### src/rtl/lgs_pkg.sv
// Shared types, constants and the B3/S23 rule for the life generation stencil unit.
package lgs_pkg;

    localparam int unsigned CFG_W       = 11;
    localparam int unsigned POS_W       = 10;
    localparam int unsigned MIN_SIDE    = 3;
    localparam int unsigned DEFAULT_SIDE = 1024;

    localparam logic OP_CELL  = 1'b0;
    localparam logic OP_FLUSH = 1'b1;

    typedef logic [2:0] t_column;

    typedef struct packed {
        logic x;
        logic row_ge1;
        logic row_ge2;
        logic col_first;
        logic last;
    } t_item_ctl;

    function automatic logic life_rule(t_column a, t_column b, t_column c);
        logic [3:0] count;
        count = 4'(a[0]) + 4'(a[1]) + 4'(a[2]) + 4'(b[0]) + 4'(b[2])
              + 4'(c[0]) + 4'(c[1]) + 4'(c[2]);
        if (count == 4'd3) begin
            return 1'b1;
        end else if (count == 4'd2) begin
            return b[1];
        end
        return 1'b0;
    endfunction

endpackage

### src/rtl/lgs_if.sv
// Valid/ready channel interfaces for input cells and next-generation results.
interface lgs_in_if;
    logic valid;
    logic ready;
    logic opcode;
    logic cell_alive;

    modport source (output valid, output opcode, output cell_alive, input ready);
    modport sink (input valid, input opcode, input cell_alive, output ready);
endinterface

interface lgs_out_if;
    logic                     valid;
    logic                     ready;
    logic                     next_alive;
    logic [lgs_pkg::POS_W-1:0] cell_row;
    logic [lgs_pkg::POS_W-1:0] cell_col;
    logic                     board_done;

    modport source (output valid, output next_alive, output cell_row, output cell_col,
                    output board_done, input ready);
    modport sink (input valid, input next_alive, input cell_row, input cell_col,
                  input board_done, output ready);
endinterface

### src/rtl/lgs_line_mem.sv
// Two-line buffer memory holding the upper and middle row bits for each column.
module lgs_line_mem #(
    parameter int unsigned MAX_SIDE = 1024,
    parameter int unsigned CW       = 10
) (
    input  logic          i_clk,
    input  logic          i_rd_en,
    input  logic [CW-1:0] i_rd_addr,
    output logic [1:0]    o_rd_data,
    input  logic          i_wr_en,
    input  logic [CW-1:0] i_wr_addr,
    input  logic [1:0]    i_wr_data
);

    logic [1:0] r_mem [MAX_SIDE];
    logic [1:0] r_rd_data;

    always_ff @(posedge i_clk) begin
        if (i_wr_en) begin
            r_mem[i_wr_addr] <= i_wr_data;
        end
    end

    always_ff @(posedge i_clk) begin
        if (i_rd_en) begin
            r_rd_data <= r_mem[i_rd_addr];
        end
    end

    assign o_rd_data = r_rd_data;

endmodule

### src/rtl/lgs_scan.sv
// Board side register and raster position counters for incoming cells.
module lgs_scan #(
    parameter int unsigned MAX_SIDE = 1024,
    parameter int unsigned SW       = 11,
    parameter int unsigned CW       = 10
) (
    input  logic                      i_clk,
    input  logic                      i_rst_n,
    input  logic                      i_cfg_we,
    input  logic [lgs_pkg::CFG_W-1:0] i_cfg_wdata,
    input  logic                      i_accept,
    input  logic                      i_opcode,
    input  logic                      i_cell_alive,
    output logic [SW-1:0]             o_side,
    output lgs_pkg::t_item_ctl        o_ctl,
    output logic [SW-1:0]             o_row,
    output logic [CW-1:0]             o_col
);

    localparam int unsigned RESET_SIDE =
        (lgs_pkg::DEFAULT_SIDE > MAX_SIDE) ? MAX_SIDE : lgs_pkg::DEFAULT_SIDE;

    logic [SW-1:0] r_side;
    logic [SW-1:0] r_row;
    logic [SW-1:0] n_row;
    logic [CW-1:0] r_col;
    logic [CW-1:0] n_col;
    logic [SW-1:0] n_side;
    logic          on_board;

    always_comb begin
        if (32'(i_cfg_wdata) < lgs_pkg::MIN_SIDE) begin
            n_side = SW'(lgs_pkg::MIN_SIDE);
        end else if (32'(i_cfg_wdata) > MAX_SIDE) begin
            n_side = SW'(MAX_SIDE);
        end else begin
            n_side = SW'(i_cfg_wdata);
        end
    end

    assign on_board        = r_row < r_side;
    assign o_ctl.x         = on_board && (i_opcode == lgs_pkg::OP_CELL) && i_cell_alive;
    assign o_ctl.row_ge1   = r_row >= SW'(1);
    assign o_ctl.row_ge2   = r_row >= SW'(2);
    assign o_ctl.col_first = r_col == '0;
    assign o_ctl.last      = r_row == (r_side + SW'(1));

    always_comb begin
        n_row = r_row;
        n_col = r_col;
        if (o_ctl.last) begin
            n_row = '0;
            n_col = '0;
        end else if (r_col == CW'(r_side - SW'(1))) begin
            n_row = r_row + SW'(1);
            n_col = '0;
        end else begin
            n_col = r_col + CW'(1);
        end
    end

    always_ff @(posedge i_clk) begin
        if (!i_rst_n) begin
            r_side <= SW'(RESET_SIDE);
            r_row  <= '0;
            r_col  <= '0;
        end else if (i_cfg_we) begin
            r_side <= n_side;
            r_row  <= '0;
            r_col  <= '0;
        end else if (i_accept) begin
            r_row <= n_row;
            r_col <= n_col;
        end
    end

    assign o_side = r_side;
    assign o_row  = r_row;
    assign o_col  = r_col;

endmodule

### src/rtl/lgs_window.sv
// Line-buffer write-back, 3x3 window and result register of the stencil pipeline.
module lgs_window #(
    parameter int unsigned SW = 11,
    parameter int unsigned CW = 10
) (
    input  logic                              i_clk,
    input  logic                              i_rst_n,
    input  logic                              i_cfg_we,
    input  logic [SW-1:0]                     i_side,
    input  logic                              i_valid,
    input  lgs_pkg::t_item_ctl                i_ctl,
    input  logic [SW-1:0]                     i_row,
    input  logic [CW-1:0]                     i_col,
    output logic                              o_take,
    input  logic [1:0]                        i_rd_data,
    output logic                              o_wr_en,
    output logic [CW-1:0]                     o_wr_addr,
    output logic [1:0]                        o_wr_data,
    input  logic                              i_out_ready,
    output logic                              o_out_valid,
    output logic                              o_next_alive,
    output logic [lgs_pkg::POS_W-1:0]         o_cell_row,
    output logic [lgs_pkg::POS_W-1:0]         o_cell_col,
    output logic                              o_board_done
);

    logic                      r_v1;
    lgs_pkg::t_item_ctl        r_ctl;
    logic [SW-1:0]             r_row1;
    logic [CW-1:0]             r_col1;
    lgs_pkg::t_column          r_win [3];
    logic                      r_ov;
    logic                      r_alive;
    logic [lgs_pkg::POS_W-1:0] r_orow;
    logic [lgs_pkg::POS_W-1:0] r_ocol;
    logic                      r_done;

    logic                      free;
    logic                      move;
    lgs_pkg::t_column          col;
    logic                      emit;
    logic                      value;
    logic [lgs_pkg::POS_W-1:0] n_orow;
    logic [lgs_pkg::POS_W-1:0] n_ocol;

    assign free   = !r_ov || i_out_ready;
    assign move   = r_v1 && free;
    assign o_take = !r_v1 || move;

    assign col = {r_ctl.x, r_ctl.row_ge1 & i_rd_data[0], r_ctl.row_ge2 & i_rd_data[1]};

    assign o_wr_en   = move;
    assign o_wr_addr = r_col1;
    assign o_wr_data = {i_rd_data[0], r_ctl.x};

    always_comb begin
        if (r_ctl.col_first) begin
            emit   = r_ctl.row_ge2;
            value  = lgs_pkg::life_rule(r_win[1], r_win[2], '0);
            n_orow = lgs_pkg::POS_W'(r_row1 - SW'(2));
            n_ocol = lgs_pkg::POS_W'(i_side - SW'(1));
        end else begin
            emit   = r_ctl.row_ge1;
            value  = lgs_pkg::life_rule(r_win[1], r_win[2], col);
            n_orow = lgs_pkg::POS_W'(r_row1 - SW'(1));
            n_ocol = lgs_pkg::POS_W'(r_col1 - CW'(1));
        end
    end

    always_ff @(posedge i_clk) begin
        if (!i_rst_n) begin
            r_v1 <= 1'b0;
        end else if (o_take) begin
            r_v1 <= i_valid;
        end
    end

    always_ff @(posedge i_clk) begin
        if (i_valid && o_take) begin
            r_ctl  <= i_ctl;
            r_row1 <= i_row;
            r_col1 <= i_col;
        end
    end

    always_ff @(posedge i_clk) begin
        if (!i_rst_n || i_cfg_we) begin
            r_win[0] <= '0;
            r_win[1] <= '0;
            r_win[2] <= '0;
        end else if (move) begin
            if (r_ctl.col_first) begin
                r_win[0] <= '0;
                r_win[1] <= '0;
            end else begin
                r_win[0] <= r_win[1];
                r_win[1] <= r_win[2];
            end
            r_win[2] <= col;
        end
    end

    always_ff @(posedge i_clk) begin
        if (!i_rst_n) begin
            r_ov <= 1'b0;
        end else if (free) begin
            r_ov <= move && emit;
        end
    end

    always_ff @(posedge i_clk) begin
        if (move) begin
            r_alive <= value;
            r_orow  <= n_orow;
            r_ocol  <= n_ocol;
            r_done  <= r_ctl.last;
        end
    end

    assign o_out_valid  = r_ov;
    assign o_next_alive = r_alive;
    assign o_cell_row   = r_orow;
    assign o_cell_col   = r_ocol;
    assign o_board_done = r_done;

    a_stage_holds: assert property (@(posedge i_clk) disable iff (!i_rst_n)
        r_v1 && !free |=> r_v1 && $stable(r_col1) && $stable(r_row1))
        else $error("stalled stage lost its item");

    a_no_overrun: assert property (@(posedge i_clk) disable iff (!i_rst_n)
        i_valid && !move |-> !r_v1 || !o_take)
        else $error("new beat taken over a held item");

    a_edge_column: assert property (@(posedge i_clk) disable iff (!i_rst_n)
        move && emit && r_ctl.col_first |=> r_ocol == lgs_pkg::POS_W'(i_side - SW'(1)))
        else $error("row-end result not on the last column");

    a_done_corner: assert property (@(posedge i_clk) disable iff (!i_rst_n)
        move && emit && r_ctl.last |=> r_done && r_orow == lgs_pkg::POS_W'(i_side - SW'(1)))
        else $error("board end not on the last row");

endmodule

### src/rtl/life_generation_stencil_unit.sv
// Top level of the life generation stencil unit: one B3/S23 generation over a raster stream.
//
//  channel   direction  payload                                   handshake
//  i_in      in         opcode, cell_alive                        valid / ready
//  o_out     out        next_alive, cell_row, cell_col, board_done valid / ready
//  cfg       in         i_cfg_wdata (board side)                  i_cfg_we
//
// One beat is taken every cycle while the output is not stalled; the beat that completes a
// result passes the window stage register and then the output register. The line buffer
// memory is read at acceptance and written back when the beat leaves the window stage.
// Reset and a side write clear the position counters and the window; the lines need no clearing.
// A stalled output register holds the pipeline stage behind it, so i_in.ready falls with it.
module life_generation_stencil_unit #(
    parameter int unsigned MAX_SIDE = 1024
) (
    input  logic                      i_clk,
    input  logic                      i_rst_n,
    input  logic                      i_cfg_we,
    input  logic [lgs_pkg::CFG_W-1:0] i_cfg_wdata,
    lgs_in_if.sink                    i_in,
    lgs_out_if.source                 o_out
);

    localparam int unsigned SW = $clog2(MAX_SIDE + 2);
    localparam int unsigned CW = $clog2(MAX_SIDE);

    logic               take;
    logic               accept;
    logic [SW-1:0]      side;
    lgs_pkg::t_item_ctl ctl;
    logic [SW-1:0]      row;
    logic [CW-1:0]      col;
    logic [1:0]         rd_data;
    logic               wr_en;
    logic [CW-1:0]      wr_addr;
    logic [1:0]         wr_data;

    assign accept     = i_in.valid && take;
    assign i_in.ready = take;

    lgs_scan #(
        .MAX_SIDE (MAX_SIDE),
        .SW       (SW),
        .CW       (CW)
    ) u_scan (
        .i_clk        (i_clk),
        .i_rst_n      (i_rst_n),
        .i_cfg_we     (i_cfg_we),
        .i_cfg_wdata  (i_cfg_wdata),
        .i_accept     (accept),
        .i_opcode     (i_in.opcode),
        .i_cell_alive (i_in.cell_alive),
        .o_side       (side),
        .o_ctl        (ctl),
        .o_row        (row),
        .o_col        (col)
    );

    lgs_line_mem #(
        .MAX_SIDE (MAX_SIDE),
        .CW       (CW)
    ) u_line_mem (
        .i_clk     (i_clk),
        .i_rd_en   (accept),
        .i_rd_addr (col),
        .o_rd_data (rd_data),
        .i_wr_en   (wr_en),
        .i_wr_addr (wr_addr),
        .i_wr_data (wr_data)
    );

    lgs_window #(
        .SW (SW),
        .CW (CW)
    ) u_window (
        .i_clk        (i_clk),
        .i_rst_n      (i_rst_n),
        .i_cfg_we     (i_cfg_we),
        .i_side       (side),
        .i_valid      (i_in.valid),
        .i_ctl        (ctl),
        .i_row        (row),
        .i_col        (col),
        .o_take       (take),
        .i_rd_data    (rd_data),
        .o_wr_en      (wr_en),
        .o_wr_addr    (wr_addr),
        .o_wr_data    (wr_data),
        .i_out_ready  (o_out.ready),
        .o_out_valid  (o_out.valid),
        .o_next_alive (o_out.next_alive),
        .o_cell_row   (o_out.cell_row),
        .o_cell_col   (o_out.cell_col),
        .o_board_done (o_out.board_done)
    );

endmodule

### src/flat_wrapper.sv
// flat-port wrapper written by rule: the top's interface ports become plain ports
module life_generation_stencil_unit_flat 
#(
    parameter int unsigned MAX_SIDE = 1024
)
  (i_clk, i_rst_n, i_cfg_we, i_cfg_wdata, i_in_valid, i_in_opcode, i_in_cell_alive, i_in_ready, o_out_valid, o_out_next_alive, o_out_cell_row, o_out_cell_col, o_out_board_done, o_out_ready);
  lgs_in_if i_in_i ();
  lgs_out_if o_out_i ();
  input  logic i_clk;
  input  logic i_rst_n;
  input  logic i_cfg_we;
  input  logic [lgs_pkg::CFG_W-1:0] i_cfg_wdata;
  input wire logic [$bits(i_in_i.valid)-1:0] i_in_valid;
  input wire logic [$bits(i_in_i.opcode)-1:0] i_in_opcode;
  input wire logic [$bits(i_in_i.cell_alive)-1:0] i_in_cell_alive;
  output wire logic [$bits(i_in_i.ready)-1:0] i_in_ready;
  output wire logic [$bits(o_out_i.valid)-1:0] o_out_valid;
  output wire logic [$bits(o_out_i.next_alive)-1:0] o_out_next_alive;
  output wire logic [$bits(o_out_i.cell_row)-1:0] o_out_cell_row;
  output wire logic [$bits(o_out_i.cell_col)-1:0] o_out_cell_col;
  output wire logic [$bits(o_out_i.board_done)-1:0] o_out_board_done;
  input wire logic [$bits(o_out_i.ready)-1:0] o_out_ready;
  assign i_in_i.valid = i_in_valid;
  assign i_in_i.opcode = i_in_opcode;
  assign i_in_i.cell_alive = i_in_cell_alive;
  assign i_in_ready = i_in_i.ready;
  assign o_out_valid = o_out_i.valid;
  assign o_out_next_alive = o_out_i.next_alive;
  assign o_out_cell_row = o_out_i.cell_row;
  assign o_out_cell_col = o_out_i.cell_col;
  assign o_out_board_done = o_out_i.board_done;
  assign o_out_i.ready = o_out_ready;
  life_generation_stencil_unit #(.MAX_SIDE(MAX_SIDE)) u_core (.i_clk(i_clk), .i_rst_n(i_rst_n), .i_cfg_we(i_cfg_we), .i_cfg_wdata(i_cfg_wdata), .i_in(i_in_i), .o_out(o_out_i));
endmodule
### config.mk
export PLATFORM = sky130hd
export DESIGN_NAME = life_generation_stencil_unit_flat
export DESIGN_NICKNAME = d
export VERILOG_FILES = /design/src/rtl/lgs_pkg.sv /design/src/rtl/lgs_if.sv /design/src/rtl/lgs_line_mem.sv /design/src/rtl/lgs_scan.sv /design/src/rtl/lgs_window.sv /design/src/rtl/life_generation_stencil_unit.sv /design/src/flat_wrapper.sv
export SDC_FILE = /design/constraint.sdc
export NUM_CORES = 2
export LEC_CHECK = 0
export BUFFER_PORTS_ARGS = -buffer_cell sky130_fd_sc_hd__buf_4
export CAP_MARGIN = 20
export CORE_UTILIZATION = 35
export CTS_CLUSTER_SIZE = 16
export DETAILED_ROUTE_END_ITERATION = 12
export GPL_ROUTABILITY_DRIVEN = 0
export PLACE_DENSITY = 0.58
export SLEW_MARGIN = 20
export SYNTH_ARGS = -nofsm -noshare
export SYNTH_HDL_FRONTEND = slang
export SYNTH_HIERARCHICAL = 1
export SYNTH_SLANG_ARGS = --single-unit
### constraint.sdc
create_clock -name i_clk -period 4.7 [get_ports i_clk]
set_clock_uncertainty 0.1 [all_clocks]
set_input_delay 0.705 -clock i_clk [delete_from_list [all_inputs] [get_ports i_clk]]
set_output_delay 0.705 -clock i_clk [all_outputs]
set_load 0.005 [all_outputs]
==> results.py <==
metrics = {
    "synthesis": {
        "synth_top_area_share_pct": 70.9,
        "synth_top_family_by_area": "multiplexers",
        "synth_fp_nets": 5365,
        "synthMuxAreaShare_pct": 14.0,
        "synth_edf_count": 2103,
        "yosysMostFrequentCell": "edfxtp_1",
        "synth_seq_area_share_pct": 71.7,
        "yosys.area_share.simple_pct": 7.33,
        "synth_compound_area_share_pct": 3.42,
        "synth_top_area_cell": "edfxtp_1",
        "syn_inst": 5318,
        "ys_ff_latch": 2137,
        "ys_types": 90,
        "synthXorXnorAreaFrac_pct": 0.472,
        "avgSynthCellArea_um2": 16.7,
        "yosys.area_share.adder_pct": 0.441,
        "yosys_warnings": 6,
        "synth_commonest_cells": "2103 x edfxtp_1, 1080 x nor2_1, 449 x mux4_2",
        "async_flop_share_pct": 0,
        "syn-cell-area_um2": 89000,
        "ys.flop_type": "edfxtp_1",
        "synthTopCellsByArea": "edfxtp_1 71%, mux4_2 11%, nor2_1 4.6%",
    },
    "min_path": {
        "hold_class": "in2reg",
        "worstHoldStart": "i_rst_n",
    },
    "detailed_routing": {
        "num_vias": 50200,
        "wl_met3_um": 19500,
        "routed_wl_um": 249000,
        "wl_met2_um": 119000,
        "top_layer": "met4",
        "wl_met1_um": 102000,
        "drt-vias-per-instance": 5.64,
        "dr.pass1.iters": 6,
        "drc_errors": 0,
        "drtIter0Drc": 6104,
        "wl_per_cell_um": 28.0,
        "ant_nets": 0,
    },
    "clock_network": {
        "cts_max_level": 4,
        "cts_made_buffers": 211,
        "cts_root_buf": "clkbuf_16",
        "cts_tree": "built",
        "clk_pin_slew_ps": 60,
        "insertion_delay_ps": 850,
        "ctsResizeCount": 0,
        "clock_sinks": 2137,
        "clockBufferDepth": 3,
    },
    "power": {
        "p_per_area_nw_per_um2": 386,
        "ir_drop_mv": 0.345,
        "leakagePower_nw": 29.4,
        "sw_frac_of_total_pct": 20.9,
        "power_switching_mw": 8.12,
        "clkPwrFrac_pct": 42.7,
        "seqPwrFrac_pct": 54.1,
        "power_frac_comb_pct": 3.2,
        "p_int_mw": 30.7,
    },
    "timing": {
        "min_period_ps": 4220,
        "hold_viol": 0,
        "timing.setup.tns_ps": 0,
        "finalMaxSlewViolations": 0,
        "max_slew.worst_pin.slew_ps": 1160,
        "max_slew_margin_pct": 22.4,
        "min_period_over_period_pct": 89.9,
        "grt_setup_unrepaired": "no",
        "fmax_mhz": 237,
        "setup_viol": 0,
    },
    "placement": {
        "dp_hpwl_um": 142000,
        "place_area_um2": 93700,
        "portBuffers": 41,
    },
    "setup_path": {
        "critPathLaunchType": "flop",
        "cp_max_fo": 41,
        "crit_path_start": "u_core/u_scan/o_col[0]",
        "worstSetupPathType": "reg2reg",
        "crit_required_ps": 5150,
        "worstPathArrival_ps": 4680,
        "rr_startpoint": "u_core/u_scan/o_col[0]",
        "crit_path_end_kind": "flop",
    },
    "cells_and_area": {
        "final_area_um2": 101000,
        "drive_above_1_share_pct": 19.6,
        "synthToLayoutAreaGrowth_pct": 13.0,
        "nNetsFinal": 5409,
    },
    "grt": {
        "grt_pass1_vias": 50700,
        "grt_max_degree": 239,
        "grt_pass1_wl_um": 359000,
        "grt_overflow": 0,
        "antenna_found_initial": 11,
        "grt_usage_pct": 19.2,
    },
    "floorplan": {
        "fp.dieH_um": 506,
        "core_um2": 252000,
        "start_util_pct": 35.3,
        "die-area_um2": 256000,
        "pin_count": 42,
        "num_rows": 184,
        "die_w_um": 506,
    },
    "run": {
        "cap_viol_max_count": 0,
    },
    "status": {
        "outcome": "finished clean",
    },
}
==> state kept, by name, indices dropped and copies added, names as in the netlist <==
register                      flops
u_core/u_scan/o_row              11
u_core/u_window/o_out_valid       1
u_core/u_window/r_ctl             4
u_core/u_line_mem/o_rd_data       2
u_core/u_window/r_v1              1
u_core/u_window/r_win             6
u_core/u_scan/o_col              10
u_core/u_window/o_wr_data         1
u_core/u_window/o_cell_col       10
u_core/u_line_mem/r_mem        2048
u_core/u_window/o_cell_row       10
u_core/u_window/o_wr_addr        10
u_core/u_scan/o_side             11
u_core/u_window/r_row1           10
u_core/u_window/o_next_alive      1
u_core/u_window/o_board_done      1
==> cell type report <==
type	count	area [um^2]
timing repair buffer	256	2410
antenna	2	5.00
sequential	2137	63900
clock inverter	127	1170
inverter	43	165
clock buffer	262	5550
fill	22700	152000
tap	3348	4190
multi-input combinational	2713	23200
==> cells by family (layout without fill, tap and decap cells) <==
family,after synthesis,count (layout)
multiplexers,678,678
flip-flops,2137,2137
other,0,2
AO/OA/AOI/OAI,434,434
adder cells (fa/ha/maj),29,29
XOR/XNOR,48,48
AND/OR/NAND/NOR,1524,1524
buffers and inverters,468,688
==> worst paths after layout <==
kind | endpoint | slack [ps] | cells after the start
setup / recovery | u_core/u_line_mem/o_rd_data[1] | 480 | 10
hold / removal | u_core/u_scan/o_side[9] | 70 | 2
setup reg to reg | u_core/u_line_mem/o_rd_data[1] | 480 | 10
hold reg to reg | u_core/u_window/o_board_done | 320 | 0
==> stage by stage <==
step | power [mW] | hold slack [ps] | cells | setup WS [ps] | util [%]
floorplan | 22.3 | 300 | 5318 | 840 | -
global placement | 22.6 | 311 | 8487 | 510 | 37.2
global route | 39.8 | 57.3 | 8887 | 403 | 39.9
CTS | 39.1 | 10.3 | 8886 | 505 | 39.9
detailed placement | 22.6 | 316 | 8487 | 502 | 37.2
finish | 38.8 | 74.6 | 8888 | 477 | 39.9
==> cell usage in the layout, fill, tap and decap left out, types with 10 or more instances in the layout <==
cell type | Yosys | layout
inv_1 | 40 | 39
a31oi_1 | 15 | 15
nor4_1 | 22 | 22
o221ai_1 | 82 | 82
clkbuf_1 | 255 | 45
nor2b_1 | 25 | 19
ha_1 | 25 | 25
dlygate4sd3_1 | 0 | 10
nor2_1 | 1080 | 1077
nand3_4 | 0 | 24
clkinv_1 | 1 | 49
xnor2_1 | 32 | 32
buf_12 | 2 | 37
a21oi_1 | 84 | 84
dfxtp_1 | 34 | 29
o22ai_1 | 49 | 49
nand2b_1 | 11 | 10
a211oi_1 | 15 | 15
a22o_1 | 13 | 13
a221oi_1 | 13 | 13
and3_1 | 12 | 12
nor3_1 | 66 | 64
xor2_1 | 16 | 16
bufinv_16 | 0 | 16
buf_4 | 30 | 209
nand3b_1 | 11 | 11
mux4_2 | 449 | 449
o21ai_0 | 54 | 54
clkinv_2 | 0 | 44
edfxtp_1 | 2103 | 2103
a22oi_1 | 45 | 45
clkbuf_16 | 0 | 213
nand3_1 | 56 | 32
mux2i_1 | 217 | 217
nand4_1 | 27 | 27
nand2_1 | 138 | 129
==> timing repair <==
action                                  CTS  global route
endpoints found under the hold margin     9             0
setup buffers                             0             0
hold buffers                             10             0
endpoints found under the setup margin    0             0
==> routing by layer <==
layer | up-vias | global-route usage (%)
met5 | - | 0
li1 | 20900 | -
met3 | 411 | 3.01
met4 | 0 | 6.08
met2 | 2213 | 31.2
met1 | 26600 | 26.4
==> power groups by stage <==
stage	combinational (mW)	sequential, mW	clock (mW)
after CTS	1.24	21.0	16.8
after floorplan	0.834	21.4	0
after detailed placement	1.23	21.4	0
after global placement	1.22	21.4	0
final	1.23	21.0	16.6
after global routing	1.32	21.0	17.5
==> worst max-delay path: stages (launching register included) <==
cell and delay [ps]:
dfxtp_4 430, buf_12 230, buf_12 320, mux4_2 560
mux4_2 530, a22o_1 270, nor4_2 650, buf_4 260
o31ai_1 70, o31ai_1 280, nand4_1 160
Note: power is estimated with default switching activity, not from simulation.
